## src/rtl/core/tte_pkg.sv

```systemverilog
package tte_pkg;

    localparam int MAX_TIMERS = 8;
    localparam int ID_SPACE   = 8;
    localparam int ID_W       = 3;
    localparam int CNT_W      = $clog2(MAX_TIMERS + 1);
    localparam int DL_W       = 63;
    localparam int NOW_W      = 62;
    localparam int SEC_W      = 32;
    localparam int USEC_W     = 20;
    localparam int PROD_W     = SEC_W + USEC_W;
    localparam int LIVE_W     = 4;

    localparam logic [USEC_W-1:0] USEC_PER_SEC = USEC_W'(1000000);

    localparam logic [1:0] FN_ADD     = 2'd0;
    localparam logic [1:0] FN_DELETE  = 2'd1;
    localparam logic [1:0] FN_RESTART = 2'd2;
    localparam logic [1:0] FN_QUERY   = 2'd3;

    localparam logic [1:0] STAT_OK      = 2'd0;
    localparam logic [1:0] STAT_FULL    = 2'd1;
    localparam logic [1:0] STAT_NO_ID   = 2'd2;
    localparam logic [1:0] STAT_EMPTY   = 2'd3;

    typedef struct packed {
        logic [1:0]        func;
        logic [ID_W-1:0]   target_id;
        logic [SEC_W-1:0]  period_seconds;
        logic [USEC_W-1:0] period_micros;
        logic [NOW_W-1:0]  now_us;
    } t_cmd;

    typedef struct packed {
        logic [1:0]        status;
        logic [ID_W-1:0]   assigned_id;
        logic              next_valid;
        logic [ID_W-1:0]   next_id;
        logic [DL_W-1:0]   next_deadline;
        logic [LIVE_W-1:0] live_timers;
    } t_result;

    // One table entry as held by a cell
    typedef struct packed {
        logic              valid;
        logic [ID_W-1:0]   id;
        logic [DL_W-1:0]   deadline;
        logic [SEC_W-1:0]  psec;
        logic [USEC_W-1:0] pusec;
    } t_slot;

    // Running minimum handed from cell to cell
    typedef struct packed {
        logic            valid;
        logic [ID_W-1:0] id;
        logic [DL_W-1:0] deadline;
    } t_min;

    typedef struct packed {
        logic load;
        logic shift;
        logic rearm;
    } t_cell_ctl;

    typedef enum logic [2:0] {
        S_IDLE,
        S_CHECK,
        S_MUL,
        S_APPLY,
        S_SCAN,
        S_DONE
    } t_state;

endpackage

```

## src/rtl/core/tte_cell.sv

```systemverilog
module tte_cell (
    input  logic                   i_clk,
    input  logic                   i_rst_n,
    input  tte_pkg::t_cell_ctl     i_ctl,
    input  tte_pkg::t_slot         i_new,
    input  tte_pkg::t_slot         i_right,
    input  logic [tte_pkg::ID_W-1:0] i_target,
    input  tte_pkg::t_min          i_min,
    output tte_pkg::t_slot         o_slot,
    output logic                   o_match,
    output tte_pkg::t_min          o_min
);
    import tte_pkg::*;

    t_slot r_slot;
    t_min  r_min;
    logic  take_own;

    always_ff @(posedge i_clk) begin
        if (!i_rst_n) begin
            r_slot.valid <= 1'b0;
        end else if (i_ctl.shift) begin
            r_slot <= i_right;
        end else if (i_ctl.load) begin
            r_slot <= i_new;
        end else if (i_ctl.rearm) begin
            r_slot.deadline <= i_new.deadline;
        end
    end

    // Strict compare keeps the entry nearer the front on a tie
    assign take_own = r_slot.valid && (!i_min.valid || (r_slot.deadline < i_min.deadline));

    always_ff @(posedge i_clk) begin
        if (!i_rst_n) begin
            r_min.valid <= 1'b0;
        end else if (take_own) begin
            r_min.valid    <= 1'b1;
            r_min.id       <= r_slot.id;
            r_min.deadline <= r_slot.deadline;
        end else begin
            r_min <= i_min;
        end
    end

    assign o_slot  = r_slot;
    assign o_match = r_slot.valid && (r_slot.id == i_target);
    assign o_min   = r_min;

endmodule

```

## src/rtl/core/timer_table_earliest_deadline_unit.sv

```systemverilog
// Channel  | Ports                 | Transfer
// ---------+-----------------------+-------------------------------------
// command  | start, busy, i_cmd    | rising edge with start high, busy low
// result   | o_valid, o_result     | one cycle with o_valid high, no stall
//
// Add and restart pass through S_CHECK, S_MUL, S_APPLY, S_SCAN and S_DONE; delete
// skips S_MUL. In S_SCAN the earliest deadline ripples through the row of cells,
// one cell per cycle. Query and rejected commands go from S_CHECK to S_DONE.
// Reset clears the table at once; a command may follow the cycle after reset.
// busy stays high until the cycle after the result strobe.
module timer_table_earliest_deadline_unit (
    input  logic             i_clk,
    input  logic             i_rst_n,
    input  logic             start,
    output logic             busy,
    input  tte_pkg::t_cmd    i_cmd,
    output logic             o_valid,
    output tte_pkg::t_result o_result
);
    import tte_pkg::*;

    t_state                r_state, n_state;
    t_cmd                  r_cmd;
    logic [CNT_W-1:0]      r_count;
    logic [CNT_W-1:0]      r_scan;
    logic [ID_SPACE-1:0]   r_id_used;
    logic [1:0]            r_status;
    logic [ID_W-1:0]       r_assigned;
    t_min                  r_next;
    logic [PROD_W-1:0]     r_prod;
    logic [USEC_W-1:0]     r_usec;

    t_slot                 slots   [MAX_TIMERS];
    t_cell_ctl             ctl     [MAX_TIMERS];
    t_min                  min_in  [MAX_TIMERS];
    t_min                  min_out [MAX_TIMERS];
    t_slot                 right   [MAX_TIMERS];
    logic [MAX_TIMERS-1:0] match;
    logic [MAX_TIMERS-1:0] hit_prefix;
    logic                  any_match;
    logic [ID_W-1:0]       free_id;
    logic                  free_found;
    logic                  full;
    logic [SEC_W-1:0]      sel_psec;
    logic [USEC_W-1:0]     sel_pusec;
    logic [DL_W-1:0]       new_dl;
    t_slot                 new_slot;
    logic [1:0]            chk_status;

    genvar g;
    generate
        for (g = 0; g < MAX_TIMERS; g++) begin : g_cell
            if (g == 0) begin : g_head
                assign min_in[g]     = '0;
                assign hit_prefix[g] = match[g];
            end else begin : g_body
                assign min_in[g]     = min_out[g-1];
                assign hit_prefix[g] = hit_prefix[g-1] | match[g];
            end
            if (g == MAX_TIMERS - 1) begin : g_tail
                assign right[g] = '0;
            end else begin : g_mid
                assign right[g] = slots[g+1];
            end

            assign ctl[g].load  = (r_state == S_APPLY) && (r_cmd.func == FN_ADD)
                                  && (r_count == CNT_W'(g));
            assign ctl[g].shift = (r_state == S_APPLY) && (r_cmd.func == FN_DELETE)
                                  && hit_prefix[g];
            assign ctl[g].rearm = (r_state == S_APPLY) && (r_cmd.func == FN_RESTART)
                                  && match[g];

            tte_cell u_cell (
                .i_clk    (i_clk),
                .i_rst_n  (i_rst_n),
                .i_ctl    (ctl[g]),
                .i_new    (new_slot),
                .i_right  (right[g]),
                .i_target (r_cmd.target_id),
                .i_min    (min_in[g]),
                .o_slot   (slots[g]),
                .o_match  (match[g]),
                .o_min    (min_out[g])
            );
        end
    endgenerate

    assign any_match = |match;

    // Lowest free id
    always_comb begin
        free_id    = '0;
        free_found = 1'b0;
        for (int k = ID_SPACE - 1; k >= 0; k--) begin
            if (!r_id_used[k]) begin
                free_id    = ID_W'(k);
                free_found = 1'b1;
            end
        end
    end

    assign full = (r_count == CNT_W'(MAX_TIMERS)) || !free_found;

    // Period of the matching entry; ids are unique so at most one hits
    always_comb begin
        sel_psec  = '0;
        sel_pusec = '0;
        for (int k = 0; k < MAX_TIMERS; k++) begin
            sel_psec  = sel_psec  | (slots[k].psec  & {SEC_W{match[k]}});
            sel_pusec = sel_pusec | (slots[k].pusec & {USEC_W{match[k]}});
        end
    end

    assign new_dl = {1'b0, r_cmd.now_us} + {{(DL_W - PROD_W){1'b0}}, r_prod}
                    + {{(DL_W - USEC_W){1'b0}}, r_usec};

    always_comb begin
        new_slot.valid    = 1'b1;
        new_slot.id       = r_assigned;
        new_slot.deadline = new_dl;
        new_slot.psec     = r_cmd.period_seconds;
        new_slot.pusec    = r_cmd.period_micros;
    end

    always_comb begin
        unique case (r_cmd.func)
            FN_ADD:     chk_status = full ? STAT_FULL : STAT_OK;
            FN_DELETE,
            FN_RESTART: chk_status = any_match ? STAT_OK : STAT_NO_ID;
            default:    chk_status = (r_count == '0) ? STAT_EMPTY : STAT_OK;
        endcase
    end

    // Next state
    always_comb begin
        n_state = r_state;
        unique case (r_state)
            S_IDLE: begin
                if (start) n_state = S_CHECK;
            end
            S_CHECK: begin
                unique case (r_cmd.func)
                    FN_ADD:     n_state = full ? S_DONE : S_MUL;
                    FN_DELETE:  n_state = any_match ? S_APPLY : S_DONE;
                    FN_RESTART: n_state = any_match ? S_MUL : S_DONE;
                    default:    n_state = S_DONE;
                endcase
            end
            S_MUL:   n_state = S_APPLY;
            S_APPLY: n_state = S_SCAN;
            S_SCAN: begin
                if (r_scan == CNT_W'(MAX_TIMERS)) n_state = S_DONE;
            end
            S_DONE:  n_state = S_IDLE;
            default: n_state = S_IDLE;
        endcase
    end

    // Outputs
    always_comb begin
        busy    = (r_state != S_IDLE);
        o_valid = (r_state == S_DONE);
    end

    always_comb begin
        o_result.status        = r_status;
        o_result.assigned_id   = r_assigned;
        o_result.next_valid    = r_next.valid;
        o_result.next_id       = r_next.valid ? r_next.id : '0;
        o_result.next_deadline = r_next.valid ? r_next.deadline : '0;
        o_result.live_timers   = LIVE_W'(r_count);
    end

    always_ff @(posedge i_clk) begin
        if (!i_rst_n) begin
            r_state <= S_IDLE;
        end else begin
            r_state <= n_state;
        end
    end

    always_ff @(posedge i_clk) begin
        if (!i_rst_n) begin
            r_count      <= '0;
            r_id_used    <= '0;
            r_scan       <= '0;
            r_next.valid <= 1'b0;
        end else begin
            unique case (r_state)
                S_IDLE: begin
                    if (start) r_cmd <= i_cmd;
                end
                S_CHECK: begin
                    r_status   <= chk_status;
                    r_assigned <= ((r_cmd.func == FN_ADD) && !full) ? free_id : '0;
                end
                S_MUL: begin
                    if (r_cmd.func == FN_ADD) begin
                        r_prod <= PROD_W'(r_cmd.period_seconds) * PROD_W'(USEC_PER_SEC);
                        r_usec <= r_cmd.period_micros;
                    end else begin
                        r_prod <= PROD_W'(sel_psec) * PROD_W'(USEC_PER_SEC);
                        r_usec <= sel_pusec;
                    end
                end
                S_APPLY: begin
                    r_scan <= '0;
                    if (r_cmd.func == FN_ADD) begin
                        r_count               <= r_count + 1'b1;
                        r_id_used[r_assigned] <= 1'b1;
                    end else if (r_cmd.func == FN_DELETE) begin
                        r_count                    <= r_count - 1'b1;
                        r_id_used[r_cmd.target_id] <= 1'b0;
                    end
                end
                S_SCAN: begin
                    r_scan <= r_scan + 1'b1;
                    // hold the result once the minimum has reached the last cell
                    if (r_scan == CNT_W'(MAX_TIMERS)) r_next <= min_out[MAX_TIMERS-1];
                end
                default: begin
                end
            endcase
        end
    end

endmodule

```

## config.mk

```make
export PLATFORM = sky130hd
export DESIGN_NAME = timer_table_earliest_deadline_unit
export DESIGN_NICKNAME = d
export VERILOG_FILES = /design/src/rtl/core/tte_pkg.sv /design/src/rtl/core/tte_cell.sv /design/src/rtl/core/timer_table_earliest_deadline_unit.sv
export SDC_FILE = /design/constraint.sdc
export NUM_CORES = 2
export LEC_CHECK = 0
export ABC_CLOCK_PERIOD_IN_PS = 10700
export BUFFER_PORTS_ARGS = -buffer_cell sky130_fd_sc_hd__buf_2
export CAP_MARGIN = 20
export CORE_MARGIN = 2
export CORE_UTILIZATION = 58
export CTS_CLUSTER_SIZE = 16
export DETAILED_ROUTE_END_ITERATION = 6
export HOLD_SLACK_MARGIN = 0.03
export PLACE_DENSITY = 0.82
export SLEW_MARGIN = 20
export SYNTH_ARGS = -nofsm -noshare
export SYNTH_HDL_FRONTEND = slang
export SYNTH_HIERARCHICAL = 1
export SYNTH_SLANG_ARGS = --single-unit
```

## constraint.sdc

```tcl
create_clock -name i_clk -period 10.7 [get_ports i_clk]
set_clock_uncertainty 0.1 [all_clocks]
set_input_delay 2.675 -clock i_clk [delete_from_list [all_inputs] [get_ports i_clk]]
set_output_delay 2.675 -clock i_clk [all_outputs]
set_load 0.02 [all_outputs]
```

* Word-level counts from Yosys, hierarchy flattened
Cells that the tools add are included.
** Word-level totals
- Register bits :: 1770
- Latch bits :: 0
- Memory bits (writable) :: 0
- Bits in read-only memories :: 0
- Bits of input ports :: 122
- Output and inout bits :: 78
- Word-level logic and storage cells :: 366
- Memories kept :: 0
** Cells by class
- Add/subtract/negate cells :: 5
- $mul :: 2
- Divide/modulo/power cells :: 0
- Order comparisons :: 11
- Equal/unequal tests :: 26
- Shifts and indexed selects :: 0
- Mux-type cells :: 86
- Bitwise gates (word level) :: 41
- Reductions and logical operators :: 113
** Operators by type and width (number)
- $mux W63 :: 17
- $mux W119 :: 7
- $mux W67 :: 8
- $mux W52 :: 9
- $lt A63 B63 Y1 :: 7
- $and A32 B32 Y32 :: 8
- $or A32 B32 Y32 :: 7
- $and A20 B20 Y20 :: 8
- $or A20 B20 Y20 :: 7
- $mul A32 B14 Y46 const B :: 2
- $add A62 B52 Y63 :: 1
- $add A63 B20 Y63 :: 1
- $logic_and A1 B1 Y1 :: 45
- $reduce_and A2 Y1 :: 22
- $mux W4 :: 9
- $mux W3 :: 11
- $reduce_bool A3 Y1 :: 9
- $eq A3 B3 Y1 :: 8
- $mux W20 :: 1
- $reduce_bool A2 Y1 :: 10
- $eq A4 B3 Y1 const B :: 4
- $mux W8 :: 2
- $pmux W3 S5 :: 1
- $mux W1 :: 12
- 32 further kinds :: 68

* Longest topological paths before layout
- Depth in word-level cells :: 13
- Mapped depth :: 30
- Mapped depth without buffers :: 28

* Modules after synthesis
Netlist, hierarchy kept.
** Modules (own cells, without submodules)
- tte_cell (g_cell[1].u_cell ...) :: times used 7, cells an instance 632, area an instance 9405.3 sq um, seq. area each 5565.3 sq um
- timer_table_earliest_deadline_unit :: times used 1, cells an instance 2971, area an instance 30334.1 sq um, seq. area each 8087.8 sq um
- tte_cell (g_cell[0].u_cell) :: times used 1, cells an instance 630, area an instance 9537.9 sq um, seq. area each 5565.3 sq um

* Least setup slack after synthesis
Ideal clock, no wire load.
- Path type :: input -> register
- Start :: input i_rst_n
- End :: register r_next[0] (netlist name) (enable)
- Library setup time :: 653 ps
- Arrival :: 9083 ps
- Data required time :: 9947 ps
- Slack :: 864 ps
- Stages :: 2
- Path buffers :: 0
- Cells stage by stage :: inv_1 -> nor4_1
** Between the ends
- Word-level cells in the longest chain between the ends :: 1
** Ends and longest elaborated chain
- start, declared :: line timer_table_earliest_deadline_unit.sv:13 : input logic i_rst_n,
- $reduce_and A3 Y1 (no source line)
- end signal, assigned :: line timer_table_earliest_deadline_unit.sv:219 : if (r_scan == CNT_W'(MAX_TIMERS)) r_next <= min_out[MAX_TIMERS-1];
- end, declared :: line timer_table_earliest_deadline_unit.sv:29 : t_min r_next;
No other way between the ends.
A chain may end at the register's enable or synchronous reset.

* Worst setup path in the final report
- Start :: register r_cmd[116] (netlist name)
- End :: register r_prod[35], data pin
** Between the ends
- Elaborated cells on any way between the ends :: 33
- Classes of those cells :: mul: 1; eq/ne: 8; mux: 1; bitwise: 15; reduce/logical: 8
** RTL lines
- start, declared :: line timer_table_earliest_deadline_unit.sv:23 : t_cmd r_cmd;
- start signal, assigned :: line timer_table_earliest_deadline_unit.sv:191 : if (start) r_cmd <= i_cmd;
- $eq A3 B3 Y1 :: line tte_cell.sv:47 : assign o_match = r_slot.valid && (r_slot.id == i_target);
- $logic_and A1 B1 Y1 :: line tte_cell.sv:47
- net match[4] :: line timer_table_earliest_deadline_unit.sv:38 : logic [MAX_TIMERS-1:0] match;
- $and A32 B32 Y32 :: line timer_table_earliest_deadline_unit.sv:109 : sel_psec = sel_psec | (slots[k].psec & {SEC_W{match[k]}});
- $or A32 B32 Y32 (4 in series) :: line timer_table_earliest_deadline_unit.sv:109
- $mul A32 B14 Y46 :: line timer_table_earliest_deadline_unit.sv:202 : r_prod <= PROD_W'(sel_psec) * PROD_W'(USEC_PER_SEC);
- $mux W52 :: line timer_table_earliest_deadline_unit.sv:198 : if (r_cmd.func == FN_ADD) begin
- end signal, assigned :: line timer_table_earliest_deadline_unit.sv:199 : r_prod <= PROD_W'(r_cmd.period_seconds) * PROD_W'(USEC_PER_SEC);
- end signal, assigned :: line timer_table_earliest_deadline_unit.sv:202
- end, declared :: line timer_table_earliest_deadline_unit.sv:30 : logic [PROD_W-1:0] r_prod;
The timed path passes the listed nets, and every way through them passes these cells.

==> metrics.md <==
| Metric | Value |
|---|---|
| Status | `completed` |
| YS warnings | `6` |
| Post-Synth XOR/XNOR Area | `0.0156` |
| Max frequency | `~110 MHz` |
| Worst hold path type | `flip-flop to flip-flop` |
| Arrival time worst endpoint | `around 9.3 ns` |
| Initial DRC Count | `a little over 6000` |
| Final max-slew violation count | `0` |
| Cell Area, Synth | `about 0.11 mm2` |
| Synth Register Bits | `approximately 1800` |
| Switching part of the total | `0.296` |
| Clock buffer depth | `3` |
| Total grt overflow | `0` |
| Worst-path clk slew | `about 0.060 ns` |
| Final Cell Area | `0.116 mm2` |
| H-tree levels | `4` |
| Synth Area in Compound Gates | `0.0723` |
| Leading cell type in the layout, fill and taps excluded | `edfxtp_1` |
| Multiplexer share of the synthesized area | `0.163` |
| Setup-failing EPs final | `0` |
| Via/cell ratio | `6.20` |
| Root buffer selected by CTS | `clkbuf_16` |
| Cells after synthesis | `8025` |
| Vias post-DR | `around 68000` |
| Peak supply drop | `228 uV` |
| Final TNS setup | `0 ns` |
| Post-Synth Simple-Gate Area | `0.0484` |
| Largest family of logic cells by synthesized area | `multiplexers` |
| Seq/Total Area, Yosys | `0.498` |
| Minimum clock period | `8.81 ns` |
| Clock Sinks | `between 1500 and 2000` |
| Setup crit start kind | `flip-flop` |
| Initial antenna violation count | `21` |
| CTS tree | `done` |
| Avg WL per Cell | `about 25 um` |
| Global-route wire length before repair | `between 400000 and 500000 um` |
| Int Power | `13.3 mW` |
| Worst skew pair latency | `about 0.84 ns` |
| Antenna-violating nets left | `0` |
| Final GP Congestion | `between 0.9 and 1` |
| Crit share post-route | `0.823` |
| Total GRT Usage | `0.294` |
| Cts bufs inserted | `about 180` |
| Pwr dens | `162 mW/mm2` |
| DRT Pass-1 Iters | `6` |
| Placed Instances | `~11000` |
| Hold slack | `roughly 0.32 ns` |
| Hold_buf cts | `0` |
| Die width | `431 um` |
| Avg Inst Size Synth | `roughly 13 um2` |
| DIE AREA | `~0.19 mm2` |
| Core Region | `between 0.15 and 0.2 mm2` |
| Finished Layout Cells | `between 10000 and 15000` |
| Largest net degree at the start of global routing | `roughly 160` |
| Final WL | `around 280000 um` |
| Worst slew margin | `0.173` |
| Std-Cell Rows | `156` |
| MaxCap Viol Count | `0` |
| IO Pins | `200` |
| Actual slew at the worst max-slew pin | `~1.2 ns` |
| Postcts setup bufs | `0` |
| RSZ-0062 raised after global routing | `no` |
| CP Data Required Time | `roughly 11 ns` |
| Seq pwr share | `0.423` |
| Final hold viol count | `0` |
| Post-synth EDFFs | `approximately 1700` |
| Layout cells sized above 1 | `0.216` |
| CP Class | `flip-flop to flip-flop` |
| Combinational Power Share | `0.244` |
| Async SR Flop Fraction | `0` |
| DIE HEIGHT | `431 um` |
| Post-Synth Adder-Cell Area | `0.159` |
| Leakage power | `between 40 and 50 nW` |
| Psw | `around 5.6 mW` |
| Element type at the critical path end | `flip-flop` |
| Area leader, netlist | `edfxtp_1` |
| Synth top area share | `0.491` |
| Most frequent cells in the layout | `edfxtp_1, mux2_2, ha_1` |
| Vias in the first global route | `between 70000 and 80000` |
| Largest cells by area after synthesis | `edfxtp_1, mux2_2, ha_1` |
| Placed cell areas | `roughly 0.11 mm2` |
| Synth Flop Type | `edfxtp_1` |
| Post-layout nets | `between 9000 and 10000` |
| Area growth, synth to finish | `10.1%` |
| PostCTS Resize Cnt | `0` |
| DPL Wire Length | `between 150000 and 200000 um` |
| Clock Power Share | `0.333` |
| Critical path fanouts, max | `16` |
| Port Buffers | `around 200` |
| Unique masters post-synth | `85` |
| Initial Util | `0.584` |
| DRC Markers | `0` |
==> cell families (layout without fill, tap and decap cells) <==
kind of cell | count (synthesis) | in the layout
and+or+nand+nor | 1008 | 1008
DFF | 1764 | 1764
adders and majority gates | 1176 | 1176
AOI/OAI and AO/OA | 1201 | 1201
muxes | 1519 | 1519
other | 2 | 260
buffers and inverters | 1167 | 1522
xor gates and xnor gates | 188 | 188
==> state kept, by name, summed over array words and instances (netlist names), 4 cells and up <==
name                  count
g_cell.u_cell/o_min     536
g_cell.u_cell/o_slot    952
new_slot                 52
r_cmd                    67
r_count                   4
r_id_used                 8
r_next                   66
r_prod                   46
r_scan                    4
r_usec                   20
==> stage by stage <==
step	total power, mW	setup slack [ns]	util
floorplan	11.4	0.864	-
global placement	12.5	2.23	0.611
detailed placement	12.6	2.08	0.611
CTS	18.9	1.97	0.643
global route	19.7	1.58	0.643
finish	18.8	1.89	0.643
==> final timing paths <==
check | start | end | slack (ns) | cells after the start
max | r_cmd[116] | r_prod[35] | 1.89 | 24
min | g_cell[7].u_cell/o_min[8] | r_next[8] | 0.32 | 0
max reg2reg | r_cmd[116] | r_prod[35] | 1.89 | 24
min reg2reg | g_cell[7].u_cell/o_min[8] | r_next[8] | 0.32 | 0
==> critical path, cell delays in order, from the launching register on <==
cell	delay (ns)
edfxtp_1	0.83
xor2_1	0.20
nor3_2	0.77
buf_4	0.33
a22oi_1	0.09
nand4_1	0.46
fa_1	0.55
fa_1	0.53
fa_1	0.49
ha_1	0.33
xor2_1	0.17
ha_1	0.32
inv_1	0.05
fa_1	0.50
inv_1	0.04
ha_1	0.36
nand4_1	0.13
or2_0	0.22
a311o_1	0.37
a311oi_2	0.44
o211ai_1	0.20
o21ai_0	0.24
xnor2_1	0.18
nor2_1	0.07
or4b_1	0.55
==> metal layers <==
metal  wire, um  up-vias  global-route usage
met3      19200      686              0.0470
met2     132000     2787               0.492
met4      17600       18               0.167
met1     107000    34300               0.363
li1           -    30400                   -
met5        131        -                   0
==> area by class of cell <==
class                   instances  area, um2
clock buffers                 229       4790
inverters                     885       3320
flip-flops and latches       1764      52600
diodes                          2       5.00
multi-input cells            5350      49800
well taps                    2370       2970
fillers                     12800      64500
repair buffers                304       1940
clock inverters               104       1010
==> cells in the mapped netlist, drive strengths merged, types with 155 or more instances <==
| cell type | instances |
|---|---|
| clkbuf | 175 |
| a22oi | 217 |
| inv | 885 |
| nor2 | 178 |
| mux2 | 1499 |
| o21ai | 227 |
| fa | 272 |
| nand2 | 323 |
| nand4 | 155 |
| edfxtp | 1728 |
| a21oi | 410 |
| ha | 904 |
==> power groups by stage <==
stage | logic, mW | clock network [mW] | registers [mW]
6_report | 4.60 | 6.27 | 7.97
5_1_grt | 5.10 | 6.60 | 7.98
4_1_cts | 4.55 | 6.34 | 7.96
3_5_place_dp | 4.50 | 0 | 8.11
3_3_place_gp | 4.40 | 0 | 8.10
2_1_floorplan | 3.36 | 0 | 8.08
Power figures use the tool's default switching activity.
